$ cat src/sv/lpac_pkg.sv
// ----------------------------------------------------------------------------
// Layered pixel compositor package
// Shared widths, codes, reset values and pixel helpers.
// ----------------------------------------------------------------------------
package lpac_pkg;

  // Default sizes of the layer stores.
  localparam int unsigned LayersDef     = 4;
  localparam int unsigned SurfWidthDef  = 64;
  localparam int unsigned SurfHeightDef = 64;

  // Field widths.
  localparam int unsigned PosW      = 12;
  localparam int unsigned PixW      = 32;
  localparam int unsigned LayerW    = 4;
  localparam int unsigned TopW      = 2;
  localparam int unsigned StatusW   = 2;
  localparam int unsigned DispIdxW  = 24;
  localparam int unsigned SurfDimW  = 7;
  localparam int unsigned DispWidW  = 13;
  localparam int unsigned CountW    = 32;
  localparam int unsigned CfgIdxW   = 3;
  localparam int unsigned CfgDataW  = 13;

  // Configuration reset values.
  localparam logic [SurfDimW-1:0] SurfWidthRst  = 7'd64;
  localparam logic [SurfDimW-1:0] SurfHeightRst = 7'd64;
  localparam logic [TopW-1:0]     MaxLayerRst   = 2'd3;
  localparam logic [DispWidW-1:0] DispWidthRst  = 13'd64;
  localparam logic                DispWideRst   = 1'b1;

  typedef logic [PixW-1:0] pixel_t;

  typedef enum logic [CfgIdxW-1:0] {
    CFG_SURFACE_WIDTH  = 3'd0,
    CFG_SURFACE_HEIGHT = 3'd1,
    CFG_MAX_LAYER      = 3'd2,
    CFG_DISPLAY_WIDTH  = 3'd3,
    CFG_DISPLAY_WIDE   = 3'd4
  } cfg_idx_e;

  typedef enum logic [StatusW-1:0] {
    STATUS_OK        = 2'd0,
    STATUS_OUTSIDE   = 2'd1,
    STATUS_BAD_LAYER = 2'd2
  } status_e;

  // Packs the color channels of an ARGB pixel into RGB565.
  function automatic logic [15:0] to_rgb565(input pixel_t pix);
    return {pix[23:19], pix[15:10], pix[7:3]};
  endfunction

endpackage

$ cat src/sv/lpac_blend.sv
// ----------------------------------------------------------------------------
// Alpha blend unit
// Blends an upper pixel over a lower one; products are registered, then
// summed and divided by 255.
// ----------------------------------------------------------------------------
module lpac_blend (
  input  logic              clk_i,
  input  logic              en_i,
  input  lpac_pkg::pixel_t  up_i,
  input  lpac_pkg::pixel_t  lo_i,
  output lpac_pkg::pixel_t  pix_o
);
  import lpac_pkg::*;

  logic [7:0]  alpha;
  logic [7:0]  alpha_inv;
  logic [7:0]  chan      [3];

  assign alpha     = up_i[31:24];
  assign alpha_inv = 8'hFF - alpha;

  for (genvar c = 0; c < 3; c++) begin : g_chan
    logic [15:0] up_prod_q;
    logic [15:0] lo_prod_q;
    logic [16:0] sum;
    logic [16:0] quot;

    always_ff @(posedge clk_i) begin
      if (en_i) begin
        up_prod_q <= up_i[8*c +: 8] * alpha;
        lo_prod_q <= lo_i[8*c +: 8] * alpha_inv;
      end
    end

    // The sum never exceeds 255*255, where (s + s/256 + 1)/256 equals s/255.
    assign sum  = {1'b0, up_prod_q} + {1'b0, lo_prod_q};
    assign quot = (sum + {8'b0, sum[16:8]} + 17'd1) >> 8;
    assign chan[c] = quot[7:0];
  end

  assign pix_o = {8'hFF, chan[2], chan[1], chan[0]};

endmodule

$ cat config.mk
export PLATFORM = sky130hd
export DESIGN_NAME = lpac_blend
export DESIGN_NICKNAME = d
export VERILOG_FILES = /design/src/sv/lpac_pkg.sv /design/src/sv/lpac_blend.sv
export SDC_FILE = /design/constraint.sdc
export NUM_CORES = 1
export LEC_CHECK = 0
export BUFFER_PORTS_ARGS = -buffer_cell sky130_fd_sc_hd__buf_4
export CAP_MARGIN = 20
export CORE_AREA = 2 2 158 238
export CTS_CLUSTER_SIZE = 16
export DETAILED_ROUTE_END_ITERATION = 16
export DIE_AREA = 0 0 160 240
export PLACE_DENSITY = 0.8
export SYNTH_ARGS = -nofsm -noshare
export SYNTH_HDL_FRONTEND = slang
export SYNTH_SLANG_ARGS = --single-unit
$ cat constraint.sdc
create_clock -name clk_i -period 4.8 [get_ports clk_i]
set_clock_uncertainty 0.15 [all_clocks]
set_input_delay 0.24 -clock clk_i [delete_from_list [all_inputs] [get_ports clk_i]]
set_output_delay 0.24 -clock clk_i [all_outputs]
set_load 0.005 [all_outputs]
==> out/metrics.yaml, run 1 <==
route:
  viasPerCell: 5.45
  dr.pass1.iters: 5
  vias: 14168
  drt_iter0_markers: 566
  final_antenna_net_count: 0
  wl_mm: 41.3
  wire_per_inst_microns: 15.9
  drc_errors: 0
logic_synthesis:
  async_flop_share: 0
  yosys.area_share.simple: 0.188
  synthAdderAreaFrac: 0.427
  synth-seq-cells: 96
  synthMuxAreaShare: 0.00248
  ys_warn_count: 0
  synth_compound_area_frac: 0.0910
  synth_top_cell_by_area: "fa_1"
  synth_cell_types: 67
  ys_seq_area_frac: 0.154
  synthCells: 1998
  synth_top_area_frac: 0.235
  synthTopCellsByArea: "fa_1 (23%), ha_1 (19%), edfxtp_1 (15%)"
  synth_ff_type: "edfxtp_1"
  synth_top_family_by_area: "adder cells"
  synth_xor_area_frac: 0.0574
  syn_area_per_cell_sq_um: 9.36
  syn_area_sq_um: 18700
  synth_edf_count: 96
grt:
  grt_pass1_vias: 15405
  grt_pass1_wl_mm: 70.3
  grtUsageTotal: 0.223
  grt_max_degree: 64
  overflow: 0
  antenna_found_initial: 1
timing:
  setup_viol_count_final: 1
  slew_headroom: 0.457
  slew_violations: 0
  fmax_mhz: 206
  grt_setup_unrepaired: "true"
  fin_ws_ns: -0.0442
  finalHoldViolCount: 0
  max_slew.worst_pin.slew_ns: 0.814
  period_minus_slack_ns: 4.84
  finalCritPeriodShare: 1.01
clock_network:
  clockBufferDepth: 2
  cts_buffers: 9
  cts_tree: "yes"
  hold_buffers: 0
  h-tree-depth: 3
  cts_num_sinks: 96
  root_buffer: "clkbuf_16"
  clk_pin_slew_worst_paths_ns: 0.08
pwr:
  p_leak_nw: 10.1
  ir_worst_vdd_v: 0.00119
  power_frac_comb: 0.833
  power.density_nw_per_um2: 686
  p_sw_frac: 0.452
  intPower_w: 0.00785
  seqPwrFrac: 0.114
  p_switching_w: 0.00647
  clkPwrFrac: 0.054
job:
  drv_cap: 0
cells_and_area:
  area_growth_pct: 11.7
  nNetsFinal: 2686
  drive_gt1_frac: 0.111
  final_cell_mix: "inv_1 (330), ha_1 (278), fa_1 (216)"
  final_cells: 2602
  fill_cells: 3120
  diodes: 0
  final_common_cell: "inv_1"
setup_path:
  crit_path_start_kind: "flip-flop"
  cp_common_cell: "a21oi_2"
  crit_chain: "ha_2 > inv_2 > fa_2 > nor2b_2 > o31a_1 > o2111ai_2 > a21boi_1 > o311ai_2 > a21oi_2 > o21ai_1 > nand2b_1 > ha_4 > a211oi_1 > o211ai_1 > o22ai_1 > a2111o_1 > a21oi_2 > and4_4 > nand4b_1 > xor3_1 > buf_4"
  critPathTopFamily: "compound AO/OA/AOI/OAI gates"
  slowest_stage: "edfxtp_1"
  crit_fanout: 3
  cp_slowest_stage_delay_ns: 0.41
  endpoint_kind: "primary output"
  critPathRequiredTime_ns: 4.41
  worstPathArrival_ns: 4.45
  crit_buf_inv: 2
  setup.worst_path.start: "g_chan[2].lo_prod_q[0]"
  worst-setup-path-type: "flip-flop to primary output"
floorplanning:
  core.rowCount: 86
  core_area_sq_um: 36400
  die_h_microns: 240
  die_x_microns: 160
  initial_core_util: 0.514
  io_pins: 98
  dieArea_sq_um: 38400
status:
  violations: "setup timing"
  status: "complete, but fails checks"
place:
  placed_cells: 2543
  gp_congestion: 0.865
  hpwl_mm: 32.8
  pre_cts_ws_ns: -0.0198
  port_buffers: 81
min_path:
  hp-start: "up_i[0]"
  min_path_type: "input port to flip-flop"
power by group through the flow:
stage	sequential, W	combinational [W]	clock (W)
after global placement	0.00164	0.0101	0
after detailed placement	0.00164	0.0104	0
final	0.00163	0.0119	0.000771
after CTS	0.00163	0.0112	0.000784
after floorplan	0.00154	0.00748	0
after global routing	0.00165	0.0133	0.000809
kinds of logic (layout without fill, tap and decap cells):
logic type | Yosys count | in the layout
flip-flops | 96 | 96
multiplexers | 4 | 4
adder cells (fa/ha/maj) | 507 | 507
other | 1 | 8
AND/OR/NAND/NOR | 631 | 631
AO/OA/AOI/OAI | 254 | 254
XOR/XNOR | 120 | 120
buffers and inverters | 385 | 498
synth_stat cells, types with 17 or more instances:
library cell and number:
fa_1 219, nand2b_1 43, nand3_1 17, ha_1 288, nand2_1 83, a21oi_1 67, inv_1 332, o21ai_0 48
clkbuf_1 45, nor2b_1 180, xnor2_1 103, and2_1 163, nor2_1 82, a21o_1 30, nor3_1 24, edfxtp_1 96
sequential cells by signal, summed over array words and instances (netlist names):
register and flops:
g_chan.up_prod_q 48, g_chan.lo_prod_q 48
metrics by stage:
stage               hold slack (ns)  setup TNS [ns]  power (W)  area (sq um)  utilization
floorplan                     0.202               0    0.00902         18700            -
global placement              0.450               0     0.0117         19900        0.549
detailed placement            0.456         -0.0559     0.0121         19900        0.549
CTS                          0.0673          -0.145     0.0137         20600        0.567
global route                  0.101           -1.02     0.0157         20900        0.574
finish                       0.0832         -0.0442     0.0143         20900        0.574
final timing paths:
| path | to | slack (ns) | depth (start not counted) |
|---|---|---|---|
| setup / recovery | pix_o[23] | -0.04 | 21 |
| hold / removal | g_chan[0].up_prod_q[0] | 0.08 | 2 |
area by class of cell:
| class | instances | area (sq um) | area share |
|---|---|---|---|
| Sequential cell | 96 | 2880 | 0.138 |
| Clock inverter | 7 | 95.1 | 0.00455 |
| Clock buffer | 9 | 225 | 0.0108 |
| Timing Repair Buffer | 150 | 1180 | 0.0565 |
| Multi-Input combinational cell | 1524 | 14700 | 0.701 |
| Inverter | 332 | 1250 | 0.0597 |
| Tap cell | 484 | 606 | 0.0290 |
what timing repair did:
item,in CTS,in global routing
setup endpoints to repair,12,18
resized for setup,37,31
setup buffers,29,16
pin swaps,27,33
per-layer routing:
layer / track usage / part of all wire
met5: 0 / 0.00024
met3: 0.0224 / 0.028
met2: 0.430 / 0.54
met4: 0.0977 / 0.035
met1: 0.248 / 0.40
No activity file was read; power rests on OpenSTA's default activity.
==> run 2, diff against run 1 <==
CTS_BUF_LIST = sky130_fd_sc_hd__clkbuf_8   (was default)
PLACE_DENSITY = 0.78   (was 0.8)
==> run 2 against run 1 <==
Compared with the run above: the flow still finishes with violations (setup timing); first-iteration DRC count increased by 0.71%; core utilization decreased by 0.24 points; cell area decreased by 0.41%; wire length decreased by 0.78%; count of clock-buffer cells in the layout unchanged; sequential cell count unchanged; cell count increased by 0.27%; power decreased by 0.29%; global-route usage decreased by 0.47 points; worst setup slack got worse by 0.17 ns; die area unchanged; non-clock buffer count increased by 6; critical path type unchanged.
==> out/metrics.yaml, run 2 (synthesis gave the netlist of run 1 again) <==
min_path:
  min_path_type: "input port to flip-flop"
  min_path_cells: 2  # unchanged
floorplanning:
  dieArea_sq_um: 38400  # unchanged
  io_pins: 98  # unchanged
  die_x_microns: 160  # unchanged
  core_area_sq_um: 36400  # unchanged
  core.rowCount: 86  # unchanged
  die_h_microns: 240  # unchanged
  initial_core_util: 0.514  # unchanged
timing:
  finalHoldViolCount: 0  # unchanged
  slew_violations: 0  # unchanged
  slew_headroom: 0.542  # +0.0848
  finalCritPeriodShare: 1.05  # +0.0358
  fin_ws_ns: -0.216  # -0.172 ns
  period_minus_slack_ns: 5.02  # +0.172 ns
  setup_tns_ns: -0.765  # -0.721 ns
  max_slew.worst_pin.slew_ns: 0.687  # -0.127 ns
  setup_viol_count_final: 6  # +5
  grt_setup_unrepaired: "true"
  fmax_mhz: 199  # -3.4%
grt:
  grt_max_degree: 52  # -19%
  grtUsageTotal: 0.219  # -0.00475
  grt_pass1_wl_mm: 67.9  # -3.4%
  gr-usage-met1: 0.242  # -0.00591
  top_usage_layer: "met2"
  overflow: 0  # unchanged
  met2_usage: 0.419  # -0.0109
  use_met3: 0.0297  # +0.00725
  grt_pass1_vias: 14857  # -3.6%
  antenna_found_initial: 1  # unchanged
route:
  wl_mm: 40.9  # -0.78%
  final_antenna_net_count: 0  # unchanged
  wire_per_inst_microns: 15.7  # -1.0%
  drc_errors: 0  # unchanged
  viasPerCell: 5.40  # -0.87%
  dr.pass1.iters: 4  # -1
  drt_iter0_markers: 570  # +0.71%
  vias: 14082  # -0.61%
cells_and_area:
  final_common_cell: "inv_1"
  final_cell_mix: "inv_1 (330), ha_1 (280), fa_1 (216)"
  nNetsFinal: 2692  # +0.22%
  reg_top3: "g_chan.lo_prod_q (48), g_chan.up_prod_q (48)"
  final_cells: 2609  # +0.27%
  area_growth_pct: 11.3
  fill_cells: 3176  # +1.8%
  final_cell_area_sq_um: 20800  # -0.41%
  drive_gt1_frac: 0.112  # +0.000156
clock_network:
  root_buffer: "clkbuf_8"
  clockBufferDepth: 2  # unchanged
  cts_buffers: 9  # unchanged
  cts_tree: "yes"
  h-tree-depth: 3  # unchanged
  clk_pin_slew_worst_paths_ns: 0.11  # +0.03 ns
  cts_num_sinks: 96  # unchanged
place:
  port_buffers: 81  # unchanged
  hpwl_mm: 33.2  # +1.3%
  placed_cells: 2562  # +0.75%
  gp_congestion: 0.900  # +4.0%
  dpl-instance-area_sq_um: 20100  # +0.53%
setup_path:
  worst-setup-path-type: "flip-flop to primary output"
  endpoint_kind: "primary output"
  critPathRequiredTime_ns: 4.41  # about the same
  worstPathArrival_ns: 4.63  # +0.18 ns
  crit_fanout: 3  # unchanged
  crit_path_start_kind: "flip-flop"
pwr:
  power.density_nw_per_um2: 686  # +0.12%
  total_power_w: 0.0143  # -0.29%
  ir_worst_vdd_v: 0.00115  # -3.1%
  p_leak_nw: 10.1  # -0.28%
status:
  violations: "setup timing"
  status: "complete, but fails checks"
job:
  drv_cap: 0  # unchanged
run 2: changes by cell type in the layout (fill, tap and decap cells not counted), moves of 3 or more:
cell	before	now
clkbuf_8	0	9
a21oi_1	59	62
a21oi_2	8	4
clkbuf_16	9	0
ha_2	6	3
buf_4	145	150
run 2: cell type report:
class                           count  area [sq um]  area share
Clock buffer                        9           124     0.00596
Timing Repair Buffer              156          1210      0.0582
Sequential cell                    96          2880       0.139
Tap cell                          484           606      0.0291
Inverter                          332          1250      0.0599
Clock inverter                      7          71.3     0.00343
Multi-Input combinational cell   1524         14700       0.705
Antenna cell                        1          2.50    0.000120
run 2: routing by layer:
| layer | share of wire | wire [microns] |
|---|---|---|
| met1 | 0.39 | 16100 |
| met2 | 0.53 | 21800 |
| met3 | 0.038 | 1570 |
| met4 | 0.036 | 1470 |
| met5 | 0 | 0 |
run 2: what timing repair did:
item                                    CTS  global route
endpoints found under the hold margin     1             0
hold buffers                              1             0
pin swaps                                26            31
buffers inserted                         19            10
gates resized for setup                  39            31
endpoints found under the setup margin   13            18
run 2: path summary, 6_finish.rpt:
kind | startpoint | endpoint | slack, ns
min | lo_i[16] | g_chan[2].lo_prod_q[0] | 0.05
max | g_chan[2].up_prod_q[0] | pix_o[23] | -0.22
run 2: report_power, final:
group	leakage (nW)	total, W	internal [W]	switching [W]
clock network	0.103	0.000557	0.000242	0.000315
logic	9.06	0.0121	0.00611	0.00598
registers	0.936	0.00163	0.00146	0.000163
run 2: critical path, cell delays in order (launching register included):
cell,delay [ns]
edfxtp_1,0.43
ha_4,0.19
inv_2,0.05
fa_2,0.20
nor2b_2,0.05
o31a_1,0.27
o2111ai_2,0.24
a21boi_1,0.09
o311ai_1,0.30
buf_4,0.19
a21oi_4,0.06
o21ai_2,0.12
nand2b_1,0.12
ha_4,0.30
a211oi_2,0.07
o211ai_1,0.11
o22ai_1,0.13
a2111o_1,0.39
a21oi_2,0.15
and4_1,0.25
nand4b_1,0.12
xor3_1,0.20
buf_4,0.15
run 2: per-stage QoR:
step | setup WS (ns) | hold WS (ns) | util
6_report | -0.216 | 0.0481 | 0.572
5_1_grt | -0.384 | 0.0496 | 0.572
4_1_cts | -0.239 | 0.0296 | 0.566
3_5_place_dp | -0.0836 | 0.442 | 0.551
3_3_place_gp | -0.0119 | 0.453 | 0.551
2_1_floorplan | 0.0668 | 0.202 | -
==> run 3, diff against run 2 <==
CORE_AREA = 2 2 222 170   (was 2 2 158 238)
DIE_AREA = 0 0 224 172   (was 0 0 160 240)
==> run 3 against run 2 <==
Compared with the run above: the flow still finishes with violations (setup timing); via count decreased by 1.5%; count of clock-buffer cells in the layout did not move; first-iteration DRC count rose by 28%; cell area fell by 0.14%; clock power shrank 5.7%; sequential cell count did not move; power grew 2.4%; critical endpoint is now pix_o[5].
==> out/metrics.yaml, run 3 (synthesis gave the netlist of run 1 again) <==
status:
  status: "complete, but fails checks"
  violations: "setup timing"
floorplanning:
  initial_core_util: 0.513  # about the same
  core_area_sq_um: 36400  # about the same
  die_h_microns: 172  # -28%
  core.rowCount: 61  # -29%
  die_x_microns: 224  # +40%
  io_pins: 98  # unchanged
  dieArea_sq_um: 38500  # +0.33%
route:
  viasPerCell: 5.36  # -0.67%
  top_layer: "met4"
  wire_per_inst_microns: 15.8  # +0.64%
  vias: 13870  # -1.5%
  met3_length_mm: 1.88  # +20%
  drc_errors: 0  # unchanged
  final_antenna_net_count: 0  # unchanged
  wl_mm: 40.8  # -0.21%
  wl_met2_mm: 19.8  # -9.2%
  wl_met1_mm: 18.6  # +16%
  drt_iter0_markers: 730  # +28%
  dr.pass1.iters: 5  # +1
clock_network:
  cts_buffers: 9  # unchanged
  cts_num_sinks: 96  # unchanged
  clockBufferDepth: 2  # unchanged
  clk_pin_slew_worst_paths_ns: 0.11  # about the same
  hold_buffers: 0  # -1
  h-tree-depth: 3  # unchanged
  cts_tree: "yes"
  root_buffer: "clkbuf_8"
cells_and_area:
  reg_top3: "g_chan.lo_prod_q (48), g_chan.up_prod_q (48)"
  fill_cells: 3051  # -3.9%
  nNetsFinal: 2683  # -0.33%
  diodes: 0  # -1
  final_common_cell: "inv_1"
  final_cell_mix: "inv_1 (329), ha_1 (275), fa_1 (216)"
  drive_gt1_frac: 0.113  # +0.00142
  final_cell_area_sq_um: 20800  # -0.14%
  area_growth_pct: 11.1
setup_path:
  endpoint_kind: "primary output"
  cp_slowest_stage_delay_ns: 0.43  # about the same
  worstPathArrival_ns: 4.55  # -0.08 ns
  crit_path_start_kind: "flip-flop"
  slowest_stage: "edfxtp_1"
  crit_buf_inv: 2  # -1
  critPathRequiredTime_ns: 4.41  # about the same
  cp.depth: 19  # -14%
  worst-setup-path-type: "flip-flop to primary output"
  crit_chain: "ha_2 > inv_2 > fa_2 > nor2b_2 > o31a_1 > o32ai_4 > o21ai_2 > o41a_1 > xor2_2 > ha_4 > nand4_1 > a21oi_2 > o211ai_1 > o31ai_2 > nand2_1 > and3b_2 > and3_4 > o21a_1 > buf_6"
  crit_fanout: 5  # +2
  critPathTopFamily: "compound AO/OA/AOI/OAI gates"
timing:
  finalCritPeriodShare: 1.03  # -0.0159
  setup_viol_count_final: 7  # +1
  fin_ws_ns: -0.140  # +0.0764 ns
  max_slew.worst_pin.slew_ns: 0.695  # +0.00862 ns
  holdWs_ns: 0.0515  # +0.00340 ns
  finalHoldViolCount: 0  # unchanged
  slew_violations: 0  # unchanged
  slew_headroom: 0.536  # -0.00575
  setup_tns_ns: -0.599  # +0.167 ns
  fmax_mhz: 202  # +1.5%
  grt_setup_unrepaired: "true"
  period_minus_slack_ns: 4.94  # -0.0764 ns
place:
  pre_cts_ws_ns: -0.0931  # -0.00947 ns
  port_buffers: 81  # unchanged
  hpwl_mm: 32.5  # -2.2%
  gp_congestion: 0.907  # +0.82%
  dpl-instance-area_sq_um: 19900  # -0.54%
grt:
  grt_pass1_wl_mm: 68.5  # +0.94%
  antenna_found_initial: 0  # -1
  overflow: 0  # unchanged
  grtUsageTotal: 0.220  # +0.00102
  grt_max_degree: 53  # +1.9%
  grt_pass1_vias: 14264  # -4.0%
pwr:
  ir_worst_vdd_v: 0.000552  # -52%
  power.density_nw_per_um2: 703  # +2.5%
  p_leak_nw: 10.0  # -0.55%
  total_power_w: 0.0146  # +2.4%
job:
  drv_cap: 0  # unchanged
min_path:
  min_path_type: "input port to flip-flop"
  min_path_cells: 2  # unchanged
  hp-start: "lo_i[8]"
  min_to: "g_chan[1].lo_prod_q[0]"
run 3: repair_timing:
action,in CTS,in global routing
pin swaps,28,26
endpoints found under the setup margin,15,19
endpoints found under the hold margin,0,0
resized for setup,35,43
setup buffers,27,8
run 3: metrics by stage:
stage	utilization	std cells
2_1_floorplan	-	2005
3_3_place_gp	0.548	2536
3_5_place_dp	0.548	2536
4_1_cts	0.563	2579
5_1_grt	0.571	2587
6_report	0.571	2587
run 3: power breakdown:
part	leakage (nW)	internal, W	switching (W)
Clock	0.0888	0.000198	0.000327
Sequential	0.936	0.00146	0.000155
Combinational	9.01	0.00623	0.00623
Total	10.0	0.00790	0.00671
run 3: cell type report:
cell class | count | area (sq um) | share of cell area
inverters | 332 | 1250 | 0.0600
well taps | 472 | 591 | 0.0284
repair buffers | 147 | 1140 | 0.0547
multi-input cells | 1524 | 14700 | 0.709
flip-flops and latches | 96 | 2880 | 0.139
clock inverters | 7 | 61.3 | 0.00295
clock buffers | 9 | 124 | 0.00596
run 3: worst max path at each step:
stage                                       from                       to  slack [ns]
final                     g_chan[0].lo_prod_q[0]                 pix_o[5]       -0.14
after global routing      g_chan[0].lo_prod_q[0]                 pix_o[5]       -0.33
after CTS                 g_chan[0].lo_prod_q[0]                 pix_o[5]       -0.16
after detailed placement                up_i[26]  g_chan[0].lo_prod_q[13]       -0.09
after global placement                  up_i[26]  g_chan[0].lo_prod_q[14]        0.03
after floorplan                         up_i[26]  g_chan[2].lo_prod_q[15]        0.07
run 3: per-layer routing:
layer  vias to the layer above  track usage
li1                       6709            -
met1                      6805        0.295
met2                       311        0.380
met3                        45       0.0311
met4                         0       0.0452
met5                         -            0
